`src/sv/polygon_plane_clipper_macros.svh`:
```
// Assertion helpers shared by the clipper modules.
// Each macro expects clk and rst_n to be visible where it is used.
`ifndef POLYGON_PLANE_CLIPPER_MACROS_SVH
`define POLYGON_PLANE_CLIPPER_MACROS_SVH

// Same-cycle implication.
`define PCL_ASSERT_NOW(lbl, ante, cons, msg) \
    lbl: assert property (@(posedge clk) disable iff (!rst_n) (ante) |-> (cons)) \
        else $error(msg);

// Next-cycle implication.
`define PCL_ASSERT_NEXT(lbl, ante, cons, msg) \
    lbl: assert property (@(posedge clk) disable iff (!rst_n) (ante) |=> (cons)) \
        else $error(msg);

`endif

```
`src/sv/pcl_pkg.sv`:
```
`default_nettype none

package pcl_pkg;

    localparam int VTX_N     = 5;
    localparam int COORD_W   = 32;
    localparam int NRM_W     = 18;
    localparam int PD_W      = 32;
    localparam int DIST_W    = 48;
    localparam int PROD_W    = NRM_W + COORD_W;
    localparam int ACC_W     = PROD_W + 2;
    localparam int FRAC_W    = 24;
    localparam int REM_W     = DIST_W + 1;
    localparam int DIFF_W    = COORD_W + 1;
    localparam int IPROD_W   = FRAC_W + 1 + DIFF_W;
    localparam int MAX_VERTS = 32;
    localparam int CNT_W     = $clog2(MAX_VERTS + 1);
    localparam int KEPT_W    = 6;
    localparam int VIDX_W    = $clog2(VTX_N);
    localparam int MUL_STEPS = VTX_N + 1;
    localparam int MULC_W    = $clog2(MUL_STEPS);
    localparam int DIV_STEPS = FRAC_W;
    localparam int SEQC_W    = $clog2(DIV_STEPS + 1);

    localparam int CFG_IDX_W = 2;
    localparam int CFG_W     = 32;

    localparam logic [CFG_IDX_W-1:0] REG_NORMAL_X       = 2'd0;
    localparam logic [CFG_IDX_W-1:0] REG_NORMAL_Y       = 2'd1;
    localparam logic [CFG_IDX_W-1:0] REG_NORMAL_Z       = 2'd2;
    localparam logic [CFG_IDX_W-1:0] REG_PLANE_DISTANCE = 2'd3;

    localparam logic [NRM_W-1:0] NORMAL_Z_RESET = NRM_W'(65536);

    localparam logic [1:0] EMIT_NONE  = 2'd0;
    localparam logic [1:0] EMIT_START = 2'd1;
    localparam logic [1:0] EMIT_MID   = 2'd2;
    localparam logic [1:0] EMIT_EMPTY = 2'd3;

    localparam logic EDGE_A = 1'b0;
    localparam logic EDGE_B = 1'b1;

    typedef struct packed {
        logic              take;
        logic              dist_en;
        logic [1:0]        dist_k;
        logic              dfin;
        logic              setfirst;
        logic [1:0]        emit;
        logic              eop;
        logic              sel;
        logic              div_init;
        logic              div_step;
        logic              mul_en;
        logic [MULC_W-1:0] mul_k;
        logic              done;
    } pcl_cmd_t;

    typedef struct packed {
        logic in_valid;
        logic seen;
        logic final_v;
        logic a_keep;
        logic a_cross;
        logic b_keep;
        logic b_cross;
        logic out_free;
    } pcl_status_t;

endpackage

`default_nettype wire

```
`src/sv/pcl_controller.sv`:
```
`default_nettype none

`include "polygon_plane_clipper_macros.svh"

module pcl_controller import pcl_pkg::*; (
    input  wire logic        clk,
    input  wire logic        rst_n,
    input  wire pcl_status_t status,
    output pcl_cmd_t         cmd
);

    localparam logic [3:0] S_IDLE  = 4'd0;
    localparam logic [3:0] S_M0    = 4'd1;
    localparam logic [3:0] S_M1    = 4'd2;
    localparam logic [3:0] S_M2    = 4'd3;
    localparam logic [3:0] S_M3    = 4'd4;
    localparam logic [3:0] S_DF    = 4'd5;
    localparam logic [3:0] S_SF    = 4'd6;
    localparam logic [3:0] S_START = 4'd7;
    localparam logic [3:0] S_CROSS = 4'd8;
    localparam logic [3:0] S_DIVI  = 4'd9;
    localparam logic [3:0] S_DIV   = 4'd10;
    localparam logic [3:0] S_MUL   = 4'd11;
    localparam logic [3:0] S_MID   = 4'd12;
    localparam logic [3:0] S_FIN   = 4'd13;

    logic [3:0]        state_reg, state_next;
    logic              edge_reg, edge_next;
    logic [SEQC_W-1:0] cnt_reg, cnt_next;

    logic keep, cross_now, eop_start, eop_mid, empty;
    logic [3:0] after_state;
    logic       after_edge;

    always_comb
    begin
        keep      = (edge_reg == EDGE_A) ? status.a_keep  : status.b_keep;
        cross_now = (edge_reg == EDGE_A) ? status.a_cross : status.b_cross;
        eop_start = (edge_reg == EDGE_A)
                  ? (status.final_v && !status.a_cross && !status.b_keep && !status.b_cross)
                  : !status.b_cross;
        eop_mid   = (edge_reg == EDGE_A)
                  ? (status.final_v && !status.b_keep && !status.b_cross)
                  : 1'b1;
        empty = status.final_v && !status.a_keep && !status.a_cross
                && !status.b_keep && !status.b_cross;
        if (edge_reg == EDGE_A && status.final_v)
        begin
            after_state = S_START;
            after_edge  = EDGE_B;
        end
        else
        begin
            after_state = S_FIN;
            after_edge  = edge_reg;
        end
    end

    always_comb
    begin
        cmd        = '0;
        cmd.sel    = edge_reg;
        state_next = state_reg;
        edge_next  = edge_reg;
        cnt_next   = cnt_reg;

        unique case (state_reg)
            S_IDLE:
            begin
                cmd.take = 1'b1;
                if (status.in_valid)
                begin
                    state_next = S_M0;
                end
            end
            S_M0:
            begin
                cmd.dist_en = 1'b1;
                cmd.dist_k  = 2'd0;
                state_next  = S_M1;
            end
            S_M1:
            begin
                cmd.dist_en = 1'b1;
                cmd.dist_k  = 2'd1;
                state_next  = S_M2;
            end
            S_M2:
            begin
                cmd.dist_en = 1'b1;
                cmd.dist_k  = 2'd2;
                state_next  = S_M3;
            end
            S_M3:
            begin
                cmd.dist_en = 1'b1;
                cmd.dist_k  = 2'd3;
                state_next  = S_DF;
            end
            S_DF:
            begin
                cmd.dfin   = 1'b1;
                state_next = S_SF;
            end
            S_SF:
            begin
                cmd.setfirst = 1'b1;
                if (status.seen)
                begin
                    state_next = S_START;
                    edge_next  = EDGE_A;
                end
                else if (status.final_v)
                begin
                    state_next = S_START;
                    edge_next  = EDGE_B;
                end
                else
                begin
                    state_next = S_FIN;
                end
            end
            S_START:
            begin
                if (!keep)
                begin
                    state_next = S_CROSS;
                end
                else if (status.out_free)
                begin
                    cmd.emit   = EMIT_START;
                    cmd.eop    = eop_start;
                    state_next = S_CROSS;
                end
            end
            S_CROSS:
            begin
                if (cross_now)
                begin
                    state_next = S_DIVI;
                end
                else
                begin
                    state_next = after_state;
                    edge_next  = after_edge;
                end
            end
            S_DIVI:
            begin
                cmd.div_init = 1'b1;
                cnt_next     = '0;
                state_next   = S_DIV;
            end
            S_DIV:
            begin
                cmd.div_step = 1'b1;
                if (cnt_reg == SEQC_W'(DIV_STEPS - 1))
                begin
                    cnt_next   = '0;
                    state_next = S_MUL;
                end
                else
                begin
                    cnt_next = cnt_reg + SEQC_W'(1);
                end
            end
            S_MUL:
            begin
                cmd.mul_en = 1'b1;
                cmd.mul_k  = MULC_W'(cnt_reg);
                if (cnt_reg == SEQC_W'(MUL_STEPS - 1))
                begin
                    state_next = S_MID;
                end
                else
                begin
                    cnt_next = cnt_reg + SEQC_W'(1);
                end
            end
            S_MID:
            begin
                if (status.out_free)
                begin
                    cmd.emit   = EMIT_MID;
                    cmd.eop    = eop_mid;
                    state_next = after_state;
                    edge_next  = after_edge;
                end
            end
            S_FIN:
            begin
                if (!empty)
                begin
                    cmd.done   = 1'b1;
                    state_next = S_IDLE;
                end
                else if (status.out_free)
                begin
                    cmd.emit   = EMIT_EMPTY;
                    cmd.done   = 1'b1;
                    state_next = S_IDLE;
                end
            end
            default:
            begin
                state_next = S_IDLE;
            end
        endcase
    end

    always_ff @(posedge clk or negedge rst_n)
    begin
        if (!rst_n)
        begin
            state_reg <= S_IDLE;
            edge_reg  <= EDGE_A;
            cnt_reg   <= '0;
        end
        else
        begin
            state_reg <= state_next;
            edge_reg  <= edge_next;
            cnt_reg   <= cnt_next;
        end
    end

    `PCL_ASSERT_NEXT(a_accept_starts, state_reg == S_IDLE && status.in_valid, state_reg == S_M0, "accepted vertex not started")
    `PCL_ASSERT_NOW(a_edge_b_final, state_reg == S_START && edge_reg == EDGE_B, status.final_v, "wrap edge on non-final vertex")
    `PCL_ASSERT_NOW(a_state_legal, 1'b1, state_reg <= S_FIN, "illegal controller state")

endmodule

`default_nettype wire

```
`config.mk`:
```
export PLATFORM = sky130hd
export DESIGN_NAME = pcl_controller
export DESIGN_NICKNAME = d
export VERILOG_FILES = /design/src/sv/pcl_pkg.sv /design/src/sv/pcl_controller.sv
export VERILOG_INCLUDE_DIRS = /design/src /design/src/sv
export SDC_FILE = /design/constraint.sdc
export NUM_CORES = 1
export LEC_CHECK = 0
export BUFFER_PORTS_ARGS = -buffer_cell sky130_fd_sc_hd__buf_2
export CORE_MARGIN = 5
export CORE_UTILIZATION = 46
export CTS_CLUSTER_DIAMETER = 80
export DETAILED_ROUTE_END_ITERATION = 8
export PLACE_DENSITY_LB_ADDON = 0.12
export RECOVER_POWER = 25
export SLEW_MARGIN = 20
export SYNTH_ARGS = -nofsm -noshare
export SYNTH_HDL_FRONTEND = slang
export SYNTH_SLANG_ARGS = --single-unit
```
`constraint.sdc`:
```
create_clock -name clk -period 1.9 [get_ports clk]
set_clock_uncertainty 0.15 [all_clocks]
set_input_delay 0.095 -clock clk [delete_from_list [all_inputs] [get_ports clk]]
set_output_delay 0.095 -clock clk [all_outputs]
set_load 0.01 [all_outputs]
```
==> results.toml, run 1 <==
[outcome]
status = "complete, no violations"

[setup_path]
start_kind = "register"
worstPathMaxFanout = 3
required_ns = 1.65
crit_top_cell = "buf_4"
arrival_ns = 1.61
critPathKind = "register to primary output"
path_cells = "buf_4 > nor3_4 > buf_4 > nand2_1 > a211oi_1 > buf_2"
slowest_stage = "dfrtp_1"
max_stage_delay_ns = 0.43
cp-end-kind = "primary output"

[power_and_ir_drop]
leakage_nw = 0.6219
p_per_area_nw_per_um2 = 1524
peakVddDrop_v = 0.0009306

[cts]
cts_tree = "built"
cts_max_level = 1
clk_pin_slew_ns = 0.07
clk_path_buf_depth = 2
clock_sinks = 10
cts-root-buf = "clkbuf_4"
cts_buffers = 3
insertion_delay_ns = 0.27

[sta]
slew_viol_final = 0
worst_slack_ns = 0.04424
period_share_pct = 97.67
rsz0062_at_grt = "true"
min_period_ns = 1.856
max_freq_mhz = 538.9
hold_slack_ns = 0.1609
hold_viol = 0
tightestPinTransition_ns = 0.5392
setup_viol = 0
relSlewSlack_pct = 64.05

[synthesis]
synth-seq-cells = 10
synth_cells = 123
synthDistinctLibCells = 43
yosysTopAreaCellShare_pct = 25.71
synthTopCellsByCount = "nor2_1, nand2_1, dfrtp_1, o21ai_0, nor3_1"
synth_most_common_cell = "nor2_1"
syn_avg_cell_area_um2 = 7.914
synth_nets = 135
yosysWarnings = 0
yosys-top-cells-area = "dfrtp_1, nor2_1, o21ai_0"
seq_area_frac_synth_pct = 25.71
ys_async_sr_fraction_pct = 100.0
syn_area_um2 = 973.4
yosysTopAreaCell = "dfrtp_1"
synth_ff_type = "dfrtp_1"
synth_edf_count = 0

[routing]
routed_wl_mm = 3.047
ant_nets = 0
viasPerCell = 5.675
vias = 1101
post_drt_wl_per_cell_um = 15.71
drt_first_pass_iters = 4
drt_iter0_drc = 35
drcViolationCount = 0

[global_route]
antenna_found_initial = 0
grt_pass1_vias = 1003
grt_first_pass_wirelength_mm = 4.733
grt_start_max_net_pins = 20
grt_usage_pct = 19.39
grt-ovfl-total = 0

[die]
core_area_um2 = 1982
start_util_pct = 49.12
io_pins = 27
die_area_um2 = 3136
std_cell_rows = 16
die-height_um = 56
dieWidth_um = 56

[place]
dp_worst_setup_slack_ns = 0.05181
gp_congestion = 0.9714
post-place-cells = 182
dp_hpwl_mm = 2.196
numPortBuffers = 26

[cells_and_area]
syn2layout_area_growth_pct = 42.67
layout.cells.non_filler = 194
layout-drive-gt1-share_pct = 41.32
largest_register_ffs = 5
nets = 180
n_antenna_cell = 0

[run]
drv_cap = 0

[hold_path]
hold_class = "primary input to async pin"
## cell families (layout without fill, tap and decap cells)
logic type | count (synthesis) | in the layout | synth area share (%)
flops | 10 | 10 | 25.71
xor+xnor | 3 | 3 | 2.700
buf+inv | 11 | 55 | 5.655
mux | 5 | 5 | 5.270
fa+ha+maj | 2 | 2 | 2.570
compound gates | 33 | 33 | 25.32
simple gates | 59 | 59 | 32.78
## placed cells by master, fill, tap and decap left out, types with 3 or more instances in the layout
master and instances:
buf_2 25, buf_4 15, nor2_1 14, o21ai_0 10, nand2_1 9, dfrtp_1 7, nor3_1 6, and2_1 4
nand3_1 4, xnor2_1 3, nand2_2 3, inv_1 3, a21oi_1 3, mux2i_1 3, nand4b_1 3, clkbuf_4 3
dfrtp_2 3, buf_12 3
## report_power, final
part	total (mW)	switching (mW)	internal, mW
sequential	0.391	0.101	0.290
clock	0.192	0.0750	0.117
combinational	1.53	0.789	0.745
total	2.12	0.965	1.15
## layout make-up
cell class | instances | area (µm²)
Sequential cell | 10 | 254.0
Clock buffer | 4 | 36.28
Multi-Input combinational cell | 102 | 716.9
Tap cell | 27 | 33.78
Inverter | 4 | 15.01
Fill cell | 164 | 593.1
Timing Repair Buffer | 47 | 332.8
## repair_timing
item	in CTS	in global routing
pin swaps	0	6
buffers inserted	1	5
endpoints found under the setup margin	1	12
resized for setup	2	15
endpoints found under the hold margin	11	0
hold buffers	2	0
## worst max-delay path: cells and delay by family, from the launching register on
family / cells / cell delay [ns]
buffers and inverters: 3 / 0.47
flip-flops: 1 / 0.43
AND/OR/NAND/NOR: 2 / 0.23
AO/OA/AOI/OAI: 1 / 0.21
## worst paths after layout
| check | start | endpoint | slack [ns] | cells past startpoint |
|---|---|---|---|---|
| max in group asynchronous | rst_n | state_reg[0] | 1.05 | 2 |
| worst min register to register | cnt_reg[3] | cnt_reg[3] | 0.38 | 1 |
| worst max register to register | cnt_reg[1] | state_reg[3] | 0.08 | 6 |
| min in group clk | status[5] | edge_reg | 0.21 | 4 |
| worst max-delay path | state_reg[3] | cmd[8] | 0.04 | 6 |
| worst min-delay path | rst_n | state_reg[3] | 0.16 | 2 |
## metrics by stage
stage	utilization (%)	cell area (µm²)	TNS [ns]	total power, mW
5_1_grt	70.08	1389	-0.08624	2.269
6_report	70.08	1389	0	2.117
3_5_place_dp	61.55	1220	0	1.688
4_1_cts	65.15	1291	0	1.912
3_3_place_gp	61.55	1220	0	1.661
2_1_floorplan	-	973.4	0	1.232
## routing by layer
| metal | share of wire, % | up-vias | GRT usage (%) |
|---|---|---|---|
| li1 | - | 536 | - |
| met1 | 44 | 520 | 24.54 |
| met2 | 47 | 37 | 30.38 |
| met3 | 6.6 | 8 | 6.265 |
| met4 | 2.5 | 0 | 7.458 |
| met5 | 0 | - | 0 |
(Power assumes the default switching activity.)
==> inputs of run 2 (changes only) <==
Settings changed: RECOVER_POWER 25 to unset.
==> results.toml, run 2 (synthesis gave the netlist of run 1 again) <==
[die]
io_pins = 27
dieWidth_um = 56
die_area_um2 = 3136
die-height_um = 56
start_util_pct = 49.12
core_area_um2 = 1982
std_cell_rows = 16

[sta]
max_freq_mhz = 538.9
hold_viol = 0
slew_viol_final = 0
period_share_pct = 97.67
hold_slack_ns = 0.05645
tightestPinTransition_ns = 0.4073
setup_viol = 0
worst_slack_ns = 0.04424
min_period_ns = 1.856
rsz0062_at_grt = "true"
relSlewSlack_pct = 72.78

[power_and_ir_drop]
peakVddDrop_v = 0.0009306
p_total_mw = 2.117
leakage_nw = 0.6247
p_per_area_nw_per_um2 = 1523

[setup_path]
max_stage_delay_ns = 0.43
path_cells = "buf_4 > nor3_4 > buf_4 > nand2_1 > a211oi_1 > buf_2"
worstPathMaxFanout = 3
critPathKind = "register to primary output"
required_ns = 1.65
start_kind = "register"
rr_worst_depth = 6
r2r-end = "state_reg[3]"
reg2reg_setup_slack_ns = 0.08
reg2reg_from = "cnt_reg[1]"
cp-end-kind = "primary output"
slowest_stage = "dfrtp_1"
arrival_ns = 1.61
crit_top_cell = "buf_4"

[cells_and_area]
final_common_cell = "buf_2"
syn2layout_area_growth_pct = 42.80
layout-drive-gt1-share_pct = 41.92
final_cell_mix = "buf_2, buf_4, nor2_1, o21ai_0, nand2_1"
nets = 180
n_antenna_cell = 0
largest_register_ffs = 5

[cts]
cts_max_level = 1
clk_path_buf_depth = 2
cts_buffers = 3
cts_tree = "built"
cts-root-buf = "clkbuf_4"
clock_sinks = 10
insertion_delay_ns = 0.27
clk_pin_slew_ns = 0.07

[global_route]
grt_start_max_net_pins = 20
antenna_found_initial = 0
grt_usage_pct = 19.39
grt_pass1_vias = 1003
grt-ovfl-total = 0
grt_first_pass_wirelength_mm = 4.733

[routing]
vias = 1100
post_drt_wl_per_cell_um = 15.72
drcViolationCount = 0
ant_nets = 0
routed_wl_mm = 3.050
wl_met2_mm = 1.440
drt_iter0_drc = 35
routed.top_layer = "met4"
routed-wl-met3_um = 200
viasPerCell = 5.670
drt_first_pass_iters = 4
m1WireLength_mm = 1.332

[run]
drv_cap = 0

[outcome]
status = "complete, no violations"

[place]
gp_congestion = 0.9714
dp_hpwl_mm = 2.196
numPortBuffers = 26
dp_worst_setup_slack_ns = 0.05181

[hold_path]
hold_class = "primary input to async pin"
## run 2: cell types whose count changed in the layout (fill, tap and decap cells not counted), sizes merged
cell / change
clkbuf: -1
buf: +1
## run 2: layer usage
layer  vias up  track usage (%)
met3         8            6.265
met4         0            7.458
met2        37            30.38
li1        536                -
met5         -                0
met1       519            24.54
## run 2: area by class of cell
| type | count | area, µm² |
|---|---|---|
| tap | 27 | 33.78 |
| clock buffer | 4 | 36.28 |
| multi-input combinational | 102 | 716.9 |
| fill | 163 | 591.8 |
| timing repair buffer | 47 | 334.1 |
| inverter | 4 | 15.01 |
| sequential | 10 | 254.0 |
## run 2: worst max-delay path by stage
stage | endpoint | slack [ns] | from
after floorplan | state_reg[3] | 0.15 | cnt_reg[0]
after global placement | state_reg[3] | 0.11 | state_reg[0]
after detailed placement | state_reg[3] | 0.05 | state_reg[0]
after CTS | cmd[8] | 0.01 | state_reg[3]
after global routing | cnt_reg[3] | -0.03 | cnt_reg[1]
final | cmd[8] | 0.04 | state_reg[3]
## run 2: power by group
part	internal, mW	total, mW	switching [mW]	leakage (nW)
Combinational	0.746	1.53	0.789	0.480
Clock	0.117	0.192	0.0750	0.0210
Sequential	0.290	0.391	0.101	0.124
## run 2: critical path, delay by kind of cell, from the launching register on
| family | cells | cell delay, ns |
|---|---|---|
| buffers and inverters | 3 | 0.47 |
| AOI/OAI and AO/OA | 1 | 0.21 |
| DFF | 1 | 0.43 |
| and+or+nand+nor | 2 | 0.23 |
## run 2: what timing repair did
item,in CTS,in global routing
hold buffers,2,0
endpoints found under the hold margin,11,0
setup endpoints to repair,1,12
setup buffers,1,5
pin swaps,0,6
resized for setup,2,15
## run 2: through the flow
stage | utilization (%) | std cells | cell area, µm² | setup TNS, ns
3_5_place_dp | 61.55 | 182 | 1220 | 0
2_1_floorplan | - | 123 | 973.4 | 0
3_3_place_gp | 61.55 | 182 | 1220 | 0
4_1_cts | 65.15 | 189 | 1291 | 0
6_report | 70.14 | 194 | 1390 | 0
5_1_grt | 70.14 | 194 | 1390 | -0.08624
==> inputs of run 3 (changes only) <==
Settings changed: CORE_UTILIZATION 46 to 55.
Clock period 1.9 ns to 2.4 ns, I/O delays scaled along.
==> results.toml, run 3 (synthesis gave the netlist of run 1 again) <==
[power_and_ir_drop]
p_total_mw = 1.311
peakVddDrop_v = 0.001062
leakage_nw = 0.5306
clock_power_share_pct = 8.4
switching_power_mw = 0.6544
intPower_mw = 0.6571
swShare_pct = 49.90
p_per_area_nw_per_um2 = 1130
power_frac_comb_pct = 64.4
p_seq_share_pct = 27.2

[die]
dieWidth_um = 52.07
start_util_pct = 57.00
io_pins = 27
std_cell_rows = 15
core_area_um2 = 1708
die_area_um2 = 2711
die-height_um = 52.07

[place]
gp_congestion = 0.9093
dp_hpwl_mm = 2.038
numPortBuffers = 26
placed_cell_area_um2 = 1117

[cts]
clk_path_buf_depth = 2
clk_pin_slew_ns = 0.06
clock_sinks = 10
cts_buffers = 3
cts-root-buf = "clkbuf_4"
cts_tree = "built"
insertion_delay_ns = 0.26
cts_max_level = 1

[setup_path]
max_stage_delay_ns = 0.60
arrival_ns = 1.87
path_cells = "nand2_1 > nor3_1 > nand2_1 > a211oi_1 > buf_2"
cp-end-kind = "primary output"
critPathKind = "register to primary output"
crit_top_cell = "nand2_1"
start_kind = "register"
required_ns = 2.13
slowest_stage = "dfrtp_1"
worstPathMaxFanout = 14

[global_route]
grt_start_max_net_pins = 21
grt_first_pass_wirelength_mm = 4.436
antenna_found_initial = 0
grt_pass1_vias = 952
grt_usage_pct = 21.99
grt-ovfl-total = 0

[cells_and_area]
nFillCells = 152
nets = 164
syn2layout_area_growth_pct = 19.28
layout-drive-gt1-share_pct = 28.67
multi_input_area_um2 = 668.1
largest_register_ffs = 5
final_common_cell = "buf_2"
final_cell_mix = "buf_2, nor2_1, nand2_1, o21ai_0, dfrtp_1"
post-route-util_pct = 67.99
register_area_um2 = 251.5
n_antenna_cell = 0
fin_area_um2 = 1161

[routing]
viasPerCell = 6.051
drcViolationCount = 0
drt_first_pass_iters = 4
routed_wl_mm = 2.665
drt_iter0_drc = 50
ant_nets = 0
vias = 1059
post_drt_wl_per_cell_um = 15.23

[sta]
max_freq_mhz = 467.3
min_period_ns = 2.140
rsz0062_at_grt = "false"
slew_viol_final = 0
tightestPinTransition_ns = 0.4279
setup_viol = 0
period_share_pct = 89.17
relSlewSlack_pct = 71.47
tns_ns = 0
hold_viol = 0

[run]
drv_cap = 0

[hold_path]
hold_class = "primary input to async pin"

[outcome]
status = "complete, no violations"
[run 3: cell count changes in the layout (fill, tap and decap cells not counted), sizes merged]
cell	change
clkbuf	-1
buf	-16
[run 3: path summary, 6_finish.rpt]
check	start	depth (start not counted)	slack, ns	end
min in group clk	status[3]	4	0.22	state_reg[3]
max in group asynchronous	rst_n	2	1.80	state_reg[0]
max reg2reg	state_reg[1]	5	0.34	state_reg[3]
min reg2reg	state_reg[3]	1	0.39	state_reg[3]
min	rst_n	2	0.10	state_reg[1]
max	state_reg[1]	5	0.26	cmd[8]
[run 3: per-stage QoR]
step	hold slack, ns	std cells	setup WS, ns
after floorplan	-0.3256	123	0.6472
after global placement	-0.1620	170	0.4242
after detailed placement	-0.1599	170	0.3399
after CTS	0.1046	175	0.1884
after global routing	0.1232	175	0.1040
final	0.1034	175	0.2599
[run 3: timing repair]
item	CTS	global route
endpoints found under the hold margin	11	0
hold buffers	2	0
endpoints found under the setup margin	0	1
gates resized for setup	0	1
setup buffers	0	0
[run 3: critical path, delay by kind of cell (launching register included)]
| kind | cells | cell delay, ns |
|---|---|---|
| AND/OR/NAND/NOR | 3 | 0.62 |
| AO/OA/AOI/OAI | 1 | 0.22 |
| flip-flops | 1 | 0.60 |
| buffers and inverters | 1 | 0.16 |
[run 3: final cells by class]
| cell class | instances | area share, % |
|---|---|---|
| multi-input combinational | 102 | 57.54 |
| tap | 25 | 2.694 |
| sequential | 10 | 21.66 |
| inverter | 4 | 1.293 |
| timing repair buffer | 31 | 14.87 |
| clock buffer | 3 | 1.940 |
[run 3: per-layer routing]
layer	global-route usage [%]	routed length, µm
met1	29.42	1144
met2	34.73	1203
met3	4.871	224
met4	6.987	93
met5	0	0
[run 3: power by group through the flow]
stage	combinational (mW)	clock (mW)	sequential [mW]
after floorplan	0.702	0	0.273
final	0.844	0.111	0.356
after CTS	0.838	0.114	0.351
after global placement	0.817	0	0.347
after global routing	0.931	0.124	0.369
after detailed placement	0.832	0	0.355
